File: src/rtl/core/prescaled_reload_timer_unit_assert.svh
// ----------------------------------------------------------------------------
// Assertion macros for the prescaled reload timer
// Clocked, reset-gated property shorthands used at the end of the RTL modules.
// ----------------------------------------------------------------------------
`ifndef PRESCALED_RELOAD_TIMER_UNIT_ASSERT_SVH
`define PRESCALED_RELOAD_TIMER_UNIT_ASSERT_SVH

// Same-cycle implication, checked out of reset
`define PRTU_ASSERT_SAME(name, clk, rstn, ante, cons) \
	name: assert property (@(posedge clk) disable iff (!(rstn)) (ante) |-> (cons)) \
		else $error("prtu assertion failed");

// Next-cycle implication, checked out of reset
`define PRTU_ASSERT_NEXT(name, clk, rstn, ante, cons) \
	name: assert property (@(posedge clk) disable iff (!(rstn)) (ante) |=> (cons)) \
		else $error("prtu assertion failed");

`endif

File: src/rtl/core/prtu_pkg.sv
// ----------------------------------------------------------------------------
// Prescaled reload timer package
// Widths, request codes and register map shared by the timer RTL.
// ----------------------------------------------------------------------------
package prtu_pkg;

	// Width of the main counter and the reload registers
	localparam int CNT_W = 16;
	// Width of the prescaler registers and of the register data bus
	localparam int PSC_W = 16;
	localparam int DATA_W = 16;

	// Request kinds
	typedef enum logic [1:0] {
		OP_TICK  = 2'd0,
		OP_WRITE = 2'd1,
		OP_READ  = 2'd2
	} opcode_t;

	// Register map
	typedef enum logic [2:0] {
		REG_CTRL   = 3'd0,
		REG_IRQ_EN = 3'd1,
		REG_STATUS = 3'd2,
		REG_EVENT  = 3'd3,
		REG_COUNT  = 3'd4,
		REG_PSC    = 3'd5,
		REG_RELOAD = 3'd6
	} reg_index_t;

	// Control register bit positions
	localparam int CTRL_EN_BIT  = 0;
	localparam int CTRL_BUF_BIT = 7;

endpackage

File: src/rtl/core/prescaled_reload_timer_unit.sv
// ----------------------------------------------------------------------------
// Prescaled reload timer
// Up-counting timer with prescaler, auto-reload preload and update interrupt.
// ----------------------------------------------------------------------------
// Usage:
// Requests enter on the s_axis channel: s_axis_tuser carries the request kind
// (tick, register write, register read) and the register index, s_axis_tdata
// the write value. Every request gives exactly one response on m_axis: the
// read value (zero for ticks and writes), the interrupt line after the request
// and a pulse bit that marks an update event caused by this request.
// A request accepted into the request register is processed as it moves into
// the response register, whose response is valid from then on. Throughput is
// one request per cycle while m_axis does not stall, set by the single stage
// holding the request ahead of the timer state update and response register.
// When m_axis stalls, the response register holds, the request register fills
// and then s_axis_tready drops; no request is lost or dropped.
// Reset (arst_n low) clears both stages and returns the timer to disabled,
// counter and prescaler zero, reload values all ones, flag and enable clear.
// ----------------------------------------------------------------------------
`include "prescaled_reload_timer_unit_assert.svh"

module prescaled_reload_timer_unit
	import prtu_pkg::*;
(
	input  logic        clk,
	input  logic        arst_n,
	// Request channel
	input  logic        s_axis_tvalid,
	output logic        s_axis_tready,
	input  logic [15:0] s_axis_tdata,   // [15:0] write_data
	input  logic [4:0]  s_axis_tuser,   // [1:0] opcode, [4:2] reg_index
	// Response channel
	output logic        m_axis_tvalid,
	input  logic        m_axis_tready,
	output logic [23:0] m_axis_tdata   // [15:0] read_data, [16] irq, [17] update_pulse
);

	// Request stage
	logic              valid_s1;
	opcode_t           opcode_s1;
	reg_index_t        index_s1;
	logic [DATA_W-1:0] wdata_s1;

	// Response register
	logic              out_valid_q;
	logic [DATA_W-1:0] out_rdata_q;
	logic              out_irq_q;
	logic              out_pulse_q;

	// Timer state
	logic              enable_q;
	logic              buffered_q;
	logic              irq_en_q;
	logic              flag_q;
	logic [CNT_W-1:0]  counter_q;
	logic [PSC_W-1:0]  psc_count_q;
	logic [PSC_W-1:0]  psc_preload_q;
	logic [PSC_W-1:0]  psc_active_q;
	logic [CNT_W-1:0]  reload_preload_q;
	logic [CNT_W-1:0]  reload_active_q;

	// Next timer state and response
	logic              enable_d;
	logic              buffered_d;
	logic              irq_en_d;
	logic              flag_d;
	logic [CNT_W-1:0]  counter_d;
	logic [PSC_W-1:0]  psc_count_d;
	logic [PSC_W-1:0]  psc_preload_d;
	logic [PSC_W-1:0]  psc_active_d;
	logic [CNT_W-1:0]  reload_preload_d;
	logic [CNT_W-1:0]  reload_active_d;
	logic [DATA_W-1:0] rdata_d;
	logic              pulse_d;

	logic              out_free;
	logic              advance;

	// Stage handshakes
	assign out_free      = !out_valid_q || m_axis_tready;
	assign advance       = valid_s1 && out_free;
	assign s_axis_tready = !valid_s1 || out_free;

	// Capture request
	always_ff @(posedge clk or negedge arst_n) begin
		if (!arst_n) begin
			valid_s1 <= 1'b0;
		end else if (s_axis_tready) begin
			valid_s1 <= s_axis_tvalid;
		end
	end

	always_ff @(posedge clk) begin
		if (s_axis_tready && s_axis_tvalid) begin
			opcode_s1 <= opcode_t'(s_axis_tuser[1:0]);
			index_s1  <= reg_index_t'(s_axis_tuser[4:2]);
			wdata_s1  <= s_axis_tdata;
		end
	end

	// Work out the timer update for the staged request
	always_comb begin
		enable_d         = enable_q;
		buffered_d       = buffered_q;
		irq_en_d         = irq_en_q;
		flag_d           = flag_q;
		counter_d        = counter_q;
		psc_count_d      = psc_count_q;
		psc_preload_d    = psc_preload_q;
		psc_active_d     = psc_active_q;
		reload_preload_d = reload_preload_q;
		reload_active_d  = reload_active_q;
		rdata_d          = '0;
		pulse_d          = 1'b0;
		case (opcode_s1)
			OP_TICK: begin
				if (enable_q) begin
					if (psc_count_q < psc_active_q) begin
						psc_count_d = psc_count_q + PSC_W'(1);
					end else begin
						psc_count_d = '0;
						if (counter_q >= reload_active_q) begin
							// Wrap: update event loads the prescaler shadow, and the reload shadow if buffered
							counter_d    = '0;
							psc_active_d = psc_preload_q;
							if (buffered_q) begin
								reload_active_d = reload_preload_q;
							end
							flag_d  = 1'b1;
							pulse_d = 1'b1;
						end else begin
							counter_d = counter_q + CNT_W'(1);
						end
					end
				end
			end
			OP_WRITE: begin
				case (index_s1)
					REG_CTRL: begin
						enable_d   = wdata_s1[CTRL_EN_BIT];
						buffered_d = wdata_s1[CTRL_BUF_BIT];
					end
					REG_IRQ_EN: begin
						irq_en_d = wdata_s1[0];
					end
					REG_STATUS: begin
						flag_d = flag_q & wdata_s1[0];
					end
					REG_EVENT: begin
						// Software update restarts both counters
						if (wdata_s1[0]) begin
							counter_d       = '0;
							psc_count_d     = '0;
							psc_active_d    = psc_preload_q;
							reload_active_d = reload_preload_q;
							flag_d          = 1'b1;
							pulse_d         = 1'b1;
						end
					end
					REG_COUNT: begin
						counter_d = CNT_W'(wdata_s1);
					end
					REG_PSC: begin
						psc_preload_d = PSC_W'(wdata_s1);
					end
					REG_RELOAD: begin
						reload_preload_d = CNT_W'(wdata_s1);
						if (!buffered_q) begin
							reload_active_d = CNT_W'(wdata_s1);
						end
					end
					default: begin
					end
				endcase
			end
			OP_READ: begin
				case (index_s1)
					REG_CTRL: begin
						rdata_d[CTRL_EN_BIT]  = enable_q;
						rdata_d[CTRL_BUF_BIT] = buffered_q;
					end
					REG_IRQ_EN: rdata_d[0] = irq_en_q;
					REG_STATUS: rdata_d[0] = flag_q;
					REG_COUNT:  rdata_d    = DATA_W'(counter_q);
					REG_PSC:    rdata_d    = DATA_W'(psc_preload_q);
					REG_RELOAD: rdata_d    = DATA_W'(reload_preload_q);
					default:    rdata_d    = '0;
				endcase
			end
			default: begin
			end
		endcase
	end

	// Commit timer state
	always_ff @(posedge clk or negedge arst_n) begin
		if (!arst_n) begin
			enable_q         <= 1'b0;
			buffered_q       <= 1'b0;
			irq_en_q         <= 1'b0;
			flag_q           <= 1'b0;
			counter_q        <= '0;
			psc_count_q      <= '0;
			psc_preload_q    <= '0;
			psc_active_q     <= '0;
			reload_preload_q <= '1;
			reload_active_q  <= '1;
		end else if (advance) begin
			enable_q         <= enable_d;
			buffered_q       <= buffered_d;
			irq_en_q         <= irq_en_d;
			flag_q           <= flag_d;
			counter_q        <= counter_d;
			psc_count_q      <= psc_count_d;
			psc_preload_q    <= psc_preload_d;
			psc_active_q     <= psc_active_d;
			reload_preload_q <= reload_preload_d;
			reload_active_q  <= reload_active_d;
		end
	end

	// Hold response until taken
	always_ff @(posedge clk or negedge arst_n) begin
		if (!arst_n) begin
			out_valid_q <= 1'b0;
		end else if (out_free) begin
			out_valid_q <= valid_s1;
		end
	end

	always_ff @(posedge clk) begin
		if (advance) begin
			out_rdata_q <= rdata_d;
			out_irq_q   <= flag_d & irq_en_d;
			out_pulse_q <= pulse_d;
		end
	end

	assign m_axis_tvalid = out_valid_q;
	assign m_axis_tdata  = {6'b0, out_pulse_q, out_irq_q, out_rdata_q};

	// Update event always leaves the flag raised
	`PRTU_ASSERT_NEXT(a_pulse_sets_flag, clk, arst_n, advance && pulse_d, flag_q)

	// Staged request waits while the response register is blocked
	`PRTU_ASSERT_NEXT(a_stage_holds, clk, arst_n, valid_s1 && !out_free, valid_s1)

	// Timer state moves only when a request is processed
	`PRTU_ASSERT_NEXT(a_state_quiet, clk, arst_n, !advance,
		$stable(counter_q) && $stable(flag_q) && $stable(psc_count_q))

	// Unbuffered reload write takes effect in the active reload at once
	`PRTU_ASSERT_NEXT(a_reload_direct, clk, arst_n,
		advance && opcode_s1 == OP_WRITE && index_s1 == REG_RELOAD && !buffered_q,
		reload_active_q == reload_preload_q)

endmodule
File: config.mk
export PLATFORM = sky130hd
export DESIGN_NAME = prescaled_reload_timer_unit
export DESIGN_NICKNAME = d
export VERILOG_FILES = /design/src/rtl/core/prtu_pkg.sv /design/src/rtl/core/prescaled_reload_timer_unit.sv
export VERILOG_INCLUDE_DIRS = /design/src /design/src/rtl/core
export SDC_FILE = /design/constraint.sdc
export NUM_CORES = 1
export LEC_CHECK = 0
export BUFFER_PORTS_ARGS = -buffer_cell sky130_fd_sc_hd__buf_2
export CAP_MARGIN = 20
export CORE_MARGIN = 8
export CORE_UTILIZATION = 45
export CTS_BUF_LIST = sky130_fd_sc_hd__clkbuf_4 sky130_fd_sc_hd__clkbuf_8
export DETAILED_ROUTE_END_ITERATION = 10
export PLACE_DENSITY_LB_ADDON = 0.05
export SETUP_SLACK_MARGIN = 0.2
export SLEW_MARGIN = 20
export SYNTH_ARGS = -nofsm -noshare
export SYNTH_HDL_FRONTEND = slang
export SYNTH_SLANG_ARGS = --single-unit
File: constraint.sdc
create_clock -name clk -period 3.2 [get_ports clk]
set_input_delay 0.32 -clock clk [delete_from_list [all_inputs] [get_ports clk]]
set_output_delay 0.32 -clock clk [all_outputs]
set_load 0.05 [all_outputs]
==> impl_results.md, run 1 <==
- Antenna viol nets, final: 0
- Outcome: completed
- Worst Slack Setup Final: ~0.33 ns
- # rows: 47
- Pre-antenna DRT Iters: 6
- DP HPWL: 13500 um
- Total CTS buffers: 17
- Crit-path cells: inv_1 > ha_1 > nand2b_1 > a2111o_1 > a311oi_4 > buf_4 > nand2_2 > buf_4 > o41ai_1 > a22o_1
- EDFF count, synth: 39
- Number of global-route vias before repair: between 5000 and 6000
- Synth warnings: 0
- Height of the die: roughly 140 um
- Leak: roughly 3.7 nW
- Crit path launch type: flip-flop
- Register area share after synthesis: about half
- Crit share post-route: around nine tenths
- Yosys cell types: 66
- Post-synth top cells: 70 x dfrtp_1, 57 x nor2_1, 47 x mux2i_1
- Top cell type's share of synthesized area: between 20% and 30%
- Final Hold Fails: 0
- H-tree levels: 4
- Starting Density: between 40 and 50%
- Routed WL: roughly 18000 um
- Largest net degree at the start of global routing: between 100 and 150
- Finished layout cell area: approximately 0.0084 mm2
- Synth top area cells: dfrtp_1 23%, edfxtp_1 16%, dfstp_2 11%
- Fin Setup TNS: 0 ns
- Max-slew headroom: about a third
- Total Routing Usage GR: ~18%
- Grt ovf: 0
- Root Buffer: clkbuf_8
- Layout Nets: just under 800
- Worst Max-Slew Pin Slew: roughly 0.98 ns
- Slew Viols, Final: 0
- Yosys reg bits: between 100 and 150
- Final setup fails: 0
- Hold WS: approximately 0.035 ns
- Post-DR wirelength/cell: between 15 and 20 um
- TritonCTS clock tree: yes
- Worst-skew pair later-pin latency: between 0.4 and 0.5 ns
- Placed Area: around 0.008 mm2
- Worst path slowest cell: a2111o_1
- I/O pin count: between 50 and 60
- Core Footprint: 0.0164 mm2
- CP arrival: 3.25 ns
- CP top delay family: compound AO/OA/AOI/OAI gates
- Setup Skew: around 0.014 ns
- Die Area: 0.0210 mm2
- Hold crit path type: in2reg
- Max frequency: 349 MHz
- Ys async rst share: slightly above 70%
- Antenna fix cells: 0
- Slowest stage delay, CP: about 0.44 ns
- DRC violations left: 0
- Worst Setup Path Type: reg2reg
- CP most frequent cell: buf_4
- RSZ-0062 raised after global routing: false
- Mapped Avg Cell Area: between 10 and 15 um2
- Resize count post-CTS: 0
- Critical path capture point type: flip-flop
- Vias per cell: 5.51
- Crit Path Max Fanout: 26
- Pre-CTS WS: 0.290 ns
- Max-cap viol count: 0
- Pwr dens: between 600 and 700 mW/mm2
- Initial drt markers: roughly 360
- Post-Syn Instances: ~660
- Clk slew on worst S/H paths: approximately 0.090 ns
- Buffer and inverter count on the worst path: 3
- Critical Path RT: between 3 and 4 ns
- Die width: 145 um
- Sink Count: 141
- First-pass GRT wire length: 30300 um
- Peak supply drop: between 0.0003 and 0.0004 V
- PortBufs: between 40 and 50
- Layout cells sized above 1: a little over a quarter
- Max Root-Sink Buffers: 2
- Post-Syn Area: 0.00749 mm2
- Initial antenna violation count: 0
- GP Congestion: between 0.8 and 0.9
- Vias: roughly 5200
- Final period demand of the worst path: ~2.9 ns
- Cell with the most instances after synthesis: dfrtp_1
- Top FF cell, synth: dfrtp_1
- Layout overhead on the synthesized area: 12.0%
- Yosys top cell by area: dfrtp_1
[sequential cells by signal, summed over array words and instances, names as in the netlist, 2 cells and up]
register          cells
out_rdata_q          16
index_s1              3
psc_active_q         16
counter_q            16
reload_active_q      16
wdata_s1             16
reload_preload_q     16
psc_count_q          16
psc_preload_q        16
opcode_s1             2
[path summary, 6_finish.rpt]
check | startpoint | end | slack [ns] | depth (start not counted)
worst max-delay path | counter_q[0] | counter_q[5] | 0.33 | 10
worst min-delay path | s_axis_tuser[0] | opcode_s1[0] | 0.04 | 1
worst max register to register | counter_q[0] | counter_q[5] | 0.33 | 10
worst min register to register | reload_active_q[10] | reload_active_q[10] | 0.49 | 2
max in group asynchronous | arst_n | psc_active_q[0] | 2.24 | 3
min in group asynchronous | arst_n | psc_active_q[1] | 0.43 | 3
[placed cells by master (no fill, tap or decap), types with 5 or more instances in the layout]
cell,netlist,layout
a22o_1,14,14
o31ai_1,9,9
xnor2_1,6,6
conb_1,1,6
o21ai_0,12,12
nand4_1,8,8
a21oi_1,25,25
nor3_1,10,10
buf_4,9,22
mux2i_1,47,47
nor2b_1,5,5
edfxtp_1,39,39
nor2_1,57,57
nand2_1,41,41
mux2_1,10,10
dfrtp_1,70,70
buf_2,8,43
dfstp_2,32,32
nand3_1,27,27
o211ai_1,11,11
clkbuf_8,0,17
xor2_1,6,6
inv_1,40,40
and3_1,10,10
mux2_2,46,46
ha_1,33,33
nand2b_1,8,8
[metal layers]
metal  share of wire (%)  global-route usage [%]  wire, um  up-vias
li1                    -                       -         -     2478
met1                  48                    24.0      8760     2585
met2                  47                    29.2      8700      119
met3                 3.4                    3.54       623       28
met4                 1.7                    5.89       319        0
met5                   0                       0         0        -
[metrics by stage]
step                      util (%)  total power [mW]  std cells
after global placement        48.6              4.18        912
after CTS                     51.1              5.72        945
final                         51.1              5.67        946
after detailed placement      48.6              4.24        912
after floorplan                  -              3.76        661
after global routing          51.1              6.03        946
[area by class of cell]
type | instances | area, um2
multi-input cells | 446 | 3390
clock inverters | 15 | 163
inverters | 40 | 150
flip-flops and latches | 141 | 3760
clock buffers | 17 | 234
repair buffers | 67 | 410
well taps | 220 | 275
fillers | 1464 | 8020
[repair_timing]
| item | in CTS | in global routing |
|---|---|---|
| setup buffers | 0 | 1 |
| hold buffers | 1 | 0 |
| setup endpoints to repair | 0 | 5 |
| endpoints found under the hold margin | 70 | 0 |
[logic make-up (layout without fill, tap and decap cells)]
kind of cell	after synthesis	count (layout)	share of synthesized area [%]
AOI/OAI and AO/OA	106	106	11.1
other	1	6	0.0501
adders and majority gates	33	33	5.51
DFF	141	141	50.3
and+or+nand+nor	186	186	12.3
buffers and inverters	74	139	4.70
muxes	103	103	14.7
xor gates and xnor gates	12	12	1.40
[power breakdown]
part / leakage [nW] / switching [mW] / internal, mW / total (mW)
Combinational: 1.92 / 0.924 / 0.655 / 1.58
Clock: 0.189 / 0.754 / 0.704 / 1.46
Sequential: 1.64 / 0.309 / 2.32 / 2.63
Power figures use the tool's default switching activity.
==> run 2: changes to the inputs <==
Settings changed: GPL_ROUTABILITY_DRIVEN set to 0.
Clock period 3.2 ns to 3.7 ns, I/O delays scaled along.
==> run 2 against run 1 <==
The run now ends with negative hold slack left. Clock-buffer cell count up 4. Utilization down 0.26 points. Wire length down 3.6%. Critical path depth down 1. Sequential share of layout area up 0.23 points. Clock power about the same. Cell count down 1.4%. Via count down 1.2%. Clock skew up 0.0047 ns. Non-clock buffer count down 13. Total power down 11%. Flip-flop and latch count unchanged. Largest cell class unchanged.
==> impl_results.md, run 2 (synthesized netlist as in run 1, its figures left out) <==
- Pwr dens: around 600 mW/mm2
- CP top delay family: compound AO/OA/AOI/OAI gates
- Reg2reg end: reload_active_q[11]
- Peak supply drop: 0.000313 V
- Worst Setup Path Type: reg2reg
- RSZ-0062 raised after global routing: false
- Most frequent cells in the layout: 70 x dfrtp_1, 57 x nor2_1, 47 x mux2i_1
- H-tree levels: 4
- Worst path slowest cell: a2111o_1
- Crit Path Max Fanout: 11
- Most common cell after layout, fill and taps aside: dfrtp_1
- PortBufs: 44
- Vias per cell: around 5.5
- Pre-antenna DRT Iters: 5
- Starting Density: a little under half
- TritonCTS clock tree: yes
- Leak: 3.72 nW
- Fin util: 50.9%
- Critical path capture point type: flip-flop
- Max frequency: between 300 and 400 MHz
- Setup Skew: approximately 0.019 ns
- Layout fillers: approximately 1500
- Max Root-Sink Buffers: 2
- Antenna viol nets, final: 0
- Post-CTS setup buffers: 0
- Root Buffer: clkbuf_8
- Slowest stage delay, CP: between 0.4 and 0.5 ns
- Hold WS: -0.0448 ns
- Vias: just over 5000
- Resize count post-CTS: 0
- R2R cell count: 9
- Post-DR wirelength/cell: 19.0 um
- Critical Path RT: 4.06 ns
- CP arrival: around 3.5 ns
- Outcome: finished, violations left
- Crit path launch type: flip-flop
- I/O pin count: 51
- Tot Pwr: between 5 and 6 mW
- Clk slew on worst S/H paths: roughly 0.080 ns
- Grt met1 use: about a quarter
- Initial drt markers: roughly 250
- Critical path depth in cells: 9
- Routed WL: 17700 um
- DP HPWL: around 13000 um
- Slew Viols, Final: 0
- Initial antenna violation count: 0
- Total Routing Usage GR: ~17%
- Final Hold Fails: 22
- Crit share post-route: between 80% and 90%
- Crit-path cells: inv_1 > ha_1 > nand2b_1 > a2111o_1 > a311oi_4 > nand3_2 > o211ai_4 > buf_4 > mux2i_1
- Layout overhead on the synthesized area: 11.5%
- Antenna fix cells: 0
- Violations in the final reports: negative hold slack
- Final period demand of the worst path: 3.12 ns
- Reg2Reg Setup Slack: around 0.58 ns
- Grt ovf: 0
- Cts hold-fix bufs: 0
- Met3 global-route usage: between 3 and 4%
- Die width: ~140 um
- Worst Max-Slew Pin Slew: approximately 1 ns
- Layout cells sized above 1: roughly 25%
- Reg2reg start: counter_q[0]
- Sink Count: between 100 and 150
- GRT busiest layer: met2
- Layout Nets: 758
- Hold crit path type: in2async
- # rows: 47
- First-pass GRT wire length: slightly below 30000 um
- Buffer and inverter count on the worst path: 2
- Worst-skew pair later-pin latency: roughly 0.44 ns
- Fin Setup TNS: 0 ns
- Final setup fails: 0
- Max-slew headroom: about 34%
- Number of global-route vias before repair: ~5400
- Max-cap viol count: 0
- DRC violations left: 0
- Largest net degree at the start of global routing: 79
- Height of the die: approximately 140 um
- Core Footprint: between 0.015 and 0.02 mm2
- Met2 Use GR: 27.9%
- Total CTS buffers: 17
- Die Area: roughly 0.021 mm2
[run 2: cell types whose count changed in the layout (fill, tap and decap cells not counted), sizes merged]
| cell | previous run | this run |
|---|---|---|
| buf | 66 | 54 |
| inv | 45 | 40 |
| clkbuf | 17 | 21 |
| bufinv | 2 | 5 |
| clkinvlp | 4 | 2 |
| dlygate4sd3 | 1 | 0 |
[run 2: metrics by stage]
step	cells	cell area, um2	worst slack (ns)
floorplan	661	7510	1.15
global placement	901	7880	0.672
detailed placement	901	7880	0.586
CTS	933	8340	0.565
global route	933	8350	0.385
finish	933	8350	0.583
[run 2: area by class of cell]
| cell class | count | area (um2) | share of cell area, % |
|---|---|---|---|
| sequential | 141 | 3760 | 45.1 |
| multi-input combinational | 446 | 3390 | 40.6 |
| timing repair buffer | 54 | 302 | 3.61 |
| tap | 220 | 275 | 3.30 |
| clock buffer | 21 | 270 | 3.24 |
| clock inverter | 11 | 193 | 2.31 |
| inverter | 40 | 150 | 1.80 |
[run 2: metal layers]
metal  vias up  routed length, um
li1       2472                  -
met4         0                183
met5         -                  0
met3        12                688
met2        99               8320
met1      2566               8550
[run 2: how the worst max path moves through the flow]
stage,start,slack (ns),endpoint
2_1_floorplan,reload_active_q[0],1.15,psc_active_q[10]
3_5_place_dp,counter_q[0],0.59,reload_active_q[11]
3_3_place_gp,counter_q[0],0.67,reload_active_q[10]
5_1_grt,counter_q[7],0.38,counter_q[12]
4_1_cts,counter_q[0],0.57,reload_active_q[11]
6_report,counter_q[0],0.58,reload_active_q[11]
[run 2: report_power, final]
| part | leakage [nW] | switching, mW | total (mW) | internal [mW] |
|---|---|---|---|---|
| clock | 0.230 | 0.585 | 1.43 | 0.843 |
| combinational | 1.85 | 0.799 | 1.34 | 0.541 |
| sequential | 1.64 | 0.260 | 2.27 | 2.01 |
==> run 3: changes to the inputs <==
Settings changed: ABC_AREA set to 1.
Clock period 3.7 ns to 3.1 ns, I/O delays scaled along.
==> run 3 against run 2 <==
Worst setup slack better by 0.018 ns. Final area up 0.90%. Critical path depth up 6. Largest cell class unchanged. The run now ends clean. Global-route usage up 1.9 points. Cell count up 26%.
==> impl_results.md, run 3 <==
- Crit Path Max Fanout: 16
- Hold depth: 1
- Crit-path cells: inv_1 > ha_1 > nand2_1 > inv_1 > nand3_1 > nand3_1 > nand2_1 > nand2_1 > nand2_1 > nand2_1 > inv_1 > nand2_1 > nand2_2 > nand2_1 > nand2_1
- Sink Count: between 100 and 150
- I/O pin count: 51
- Layout overhead on the synthesized area: 10.7%
- Total Routing Usage GR: 19.4%
- Yosys top cell by area: dfrtp_1
- Max-slew headroom: between 30% and 40%
- Pre-antenna DRT Iters: 5
- Routed WL: 19900 um
- Most frequent cells in the layout: 301 x nand2_1, 112 x inv_1, 70 x dfrtp_1
- # rows: 47
- H-tree levels: 4
- Crit path launch type: flip-flop
- Final period demand of the worst path: between 2 and 2.5 ns
- Yosys cell types: 42
- Post-Syn Instances: 890
- Fin util: about half
- Critical Path RT: between 3 and 4 ns
- Layout Nets: 999
- Reg2reg start: reload_active_q[3]
- Critical path capture point type: flip-flop
- Max Root-Sink Buffers: 2
- R2R cell count: 15
- Final Hold Fails: 0
- Critical path depth in cells: 15
- Post-DR wirelength/cell: approximately 17 um
- Layout fillers: roughly 1600
- CP most frequent cell: nand2_1
- Die Area: approximately 0.021 mm2
- CP arrival: about 2.8 ns
- Origin of the worst setup path: reload_active_q[3]
- Register area share after synthesis: 49.5%
- RSZ-0062 raised after global routing: false
- Most common cell after layout, fill and taps aside: nand2_1
- Antenna fix cells: 0
- Total CTS buffers: 17
- Post-CTS setup buffers: 0
- Largest net degree at the start of global routing: just under 60
- Slowest stage delay, CP: between 0.5 and 0.6 ns
- Vias per cell: around 5.2
- Initial drt markers: approximately 390
- Setup Skew: around 0.013 ns
- Height of the die: ~150 um
- Synth warnings: 0
- Post-synth top cells: 301 x nand2_1, 112 x inv_1, 70 x dfrtp_1
- Root Buffer: clkbuf_8
- Worst Max-Slew Pin Slew: 0.953 ns
- Top FF cell, synth: dfrtp_1
- Hold crit path type: in2reg
- Core Footprint: 0.0165 mm2
- Cell with the most instances after synthesis: nand2_1
- Final setup fails: 0
- Peak supply drop: approximately 0.00036 V
- Worst path slowest cell: dfstp_2
- Multi-input logic area: between 0.003 and 0.004 mm2
- Fin Setup TNS: 0 ns
- DP HPWL: between 10000 and 15000 um
- PortBufs: 44
- Clk slew on worst S/H paths: about 0.08 ns
- Leak: between 4 and 5 nW
- Vias: 6138
- TritonCTS clock tree: yes
- Post-Syn Area: around 0.0076 mm2
- Number of global-route vias before repair: 6135
- DRC violations left: 0
- Initial antenna violation count: 0
- Pwr dens: ~730 mW/mm2
- CP top delay family: simple AND/OR/NAND/NOR gates
- Hold WS: 0.0288 ns
- Finished layout cell area: 0.00842 mm2
- Die width: about 150 um
- Worst Setup Path Type: reg2reg
- Yosys reg bits: approximately 140
- Antenna viol nets, final: 0
- Synth top area cells: dfrtp_1 23%, edfxtp_1 15%, nand2_1 15%
- Ys async rst share: between 70 and 80%
- Placed Area: roughly 0.0080 mm2
- Layout cells sized above 1: 15.9%
- Hold_sp: s_axis_tdata[15]
- Buffer and inverter count on the worst path: 3
- Starting Density: between 40% and 50%
- Crit share post-route: 80.6%
- Reg area: roughly 0.0038 mm2
- Max-cap viol count: 0
- EDFF count, synth: 39
- Top cell type's share of synthesized area: around 23%
- Max frequency: ~400 MHz
- First-pass GRT wire length: around 33000 um
- Outcome: completed
- Worst-skew pair later-pin latency: between 0.4 and 0.5 ns
- Grt ovf: 0
- Mapped Avg Cell Area: ~8.5 um2
- Slew Viols, Final: 0
==> run 3: through the flow <==
stage / worst slack [ns] / power [mW] / std cells
after floorplan: 1.08 / 4.27 / 895
final: 0.601 / 6.17 / 1174
after global routing: 0.364 / 6.64 / 1174
after CTS: 0.585 / 6.22 / 1172
after detailed placement: 0.621 / 4.87 / 1136
after global placement: 0.646 / 4.81 / 1136
==> run 3: worst register-to-register path: stages (launching register included) <==
cell and delay, ns:
dfstp_2 0.53, inv_1 0.04, ha_1 0.28, nand2_1 0.05, inv_1 0.04, nand3_1 0.06, nand3_1 0.10, nand2_1 0.06
nand2_1 0.08, nand2_1 0.05, nand2_1 0.11, inv_1 0.06, nand2_1 0.40, nand2_2 0.32, nand2_1 0.14, nand2_1 0.06
==> run 3: final cells by class <==
cell class / count / area share [%]
clock buffer: 24 / 3.63
clock inverter: 8 / 0.490
inverter: 120 / 5.41
multi-input combinational: 600 / 38.0
sequential: 141 / 44.7
tap: 220 / 3.27
timing repair buffer: 61 / 4.49
==> run 3: path summary, 6_finish.rpt <==
check | end | slack [ns]
max reg2reg | psc_active_q[6] | 0.60
max in group asynchronous | reload_active_q[14] | 1.89
min in group asynchronous | flag_q | 0.40
min | wdata_s1[15] | 0.03
min reg2reg | reload_active_q[2] | 0.47
max | psc_active_q[6] | 0.60
==> run 3: per-layer routing <==
layer	share of wire, %	track usage [%]	vias up
met4	1.9	6.13	0
met1	46	25.5	2982
met2	48	31.0	154
met3	4.3	4.57	21
met5	0	0	-
li1	-	-	2981
==> run 3: cells by family (layout without fill, tap and decap cells) <==
logic type,after synthesis,count (layout),share of synthesized area (%)
AND/OR/NAND/NOR,434,434,24.6
buffers and inverters,154,213,8.64
flip-flops,141,141,49.5
AO/OA/AOI/OAI,91,91,7.22
adder cells (fa/ha/maj),33,33,5.43
XOR/XNOR,22,22,2.53
multiplexers,14,14,2.07
other,1,6,0.0493
==> run 3: repair_timing <==
item                                   in CTS  in global routing
hold buffers                                4                  2
gates resized for setup                     0                  0
endpoints found under the hold margin      30                  2
==> run 3: power by group <==
group | total (mW) | switching (mW) | internal, mW
combinational | 1.94 | 1.26 | 0.673
sequential | 2.90 | 0.376 | 2.53
clock | 1.33 | 0.692 | 0.641
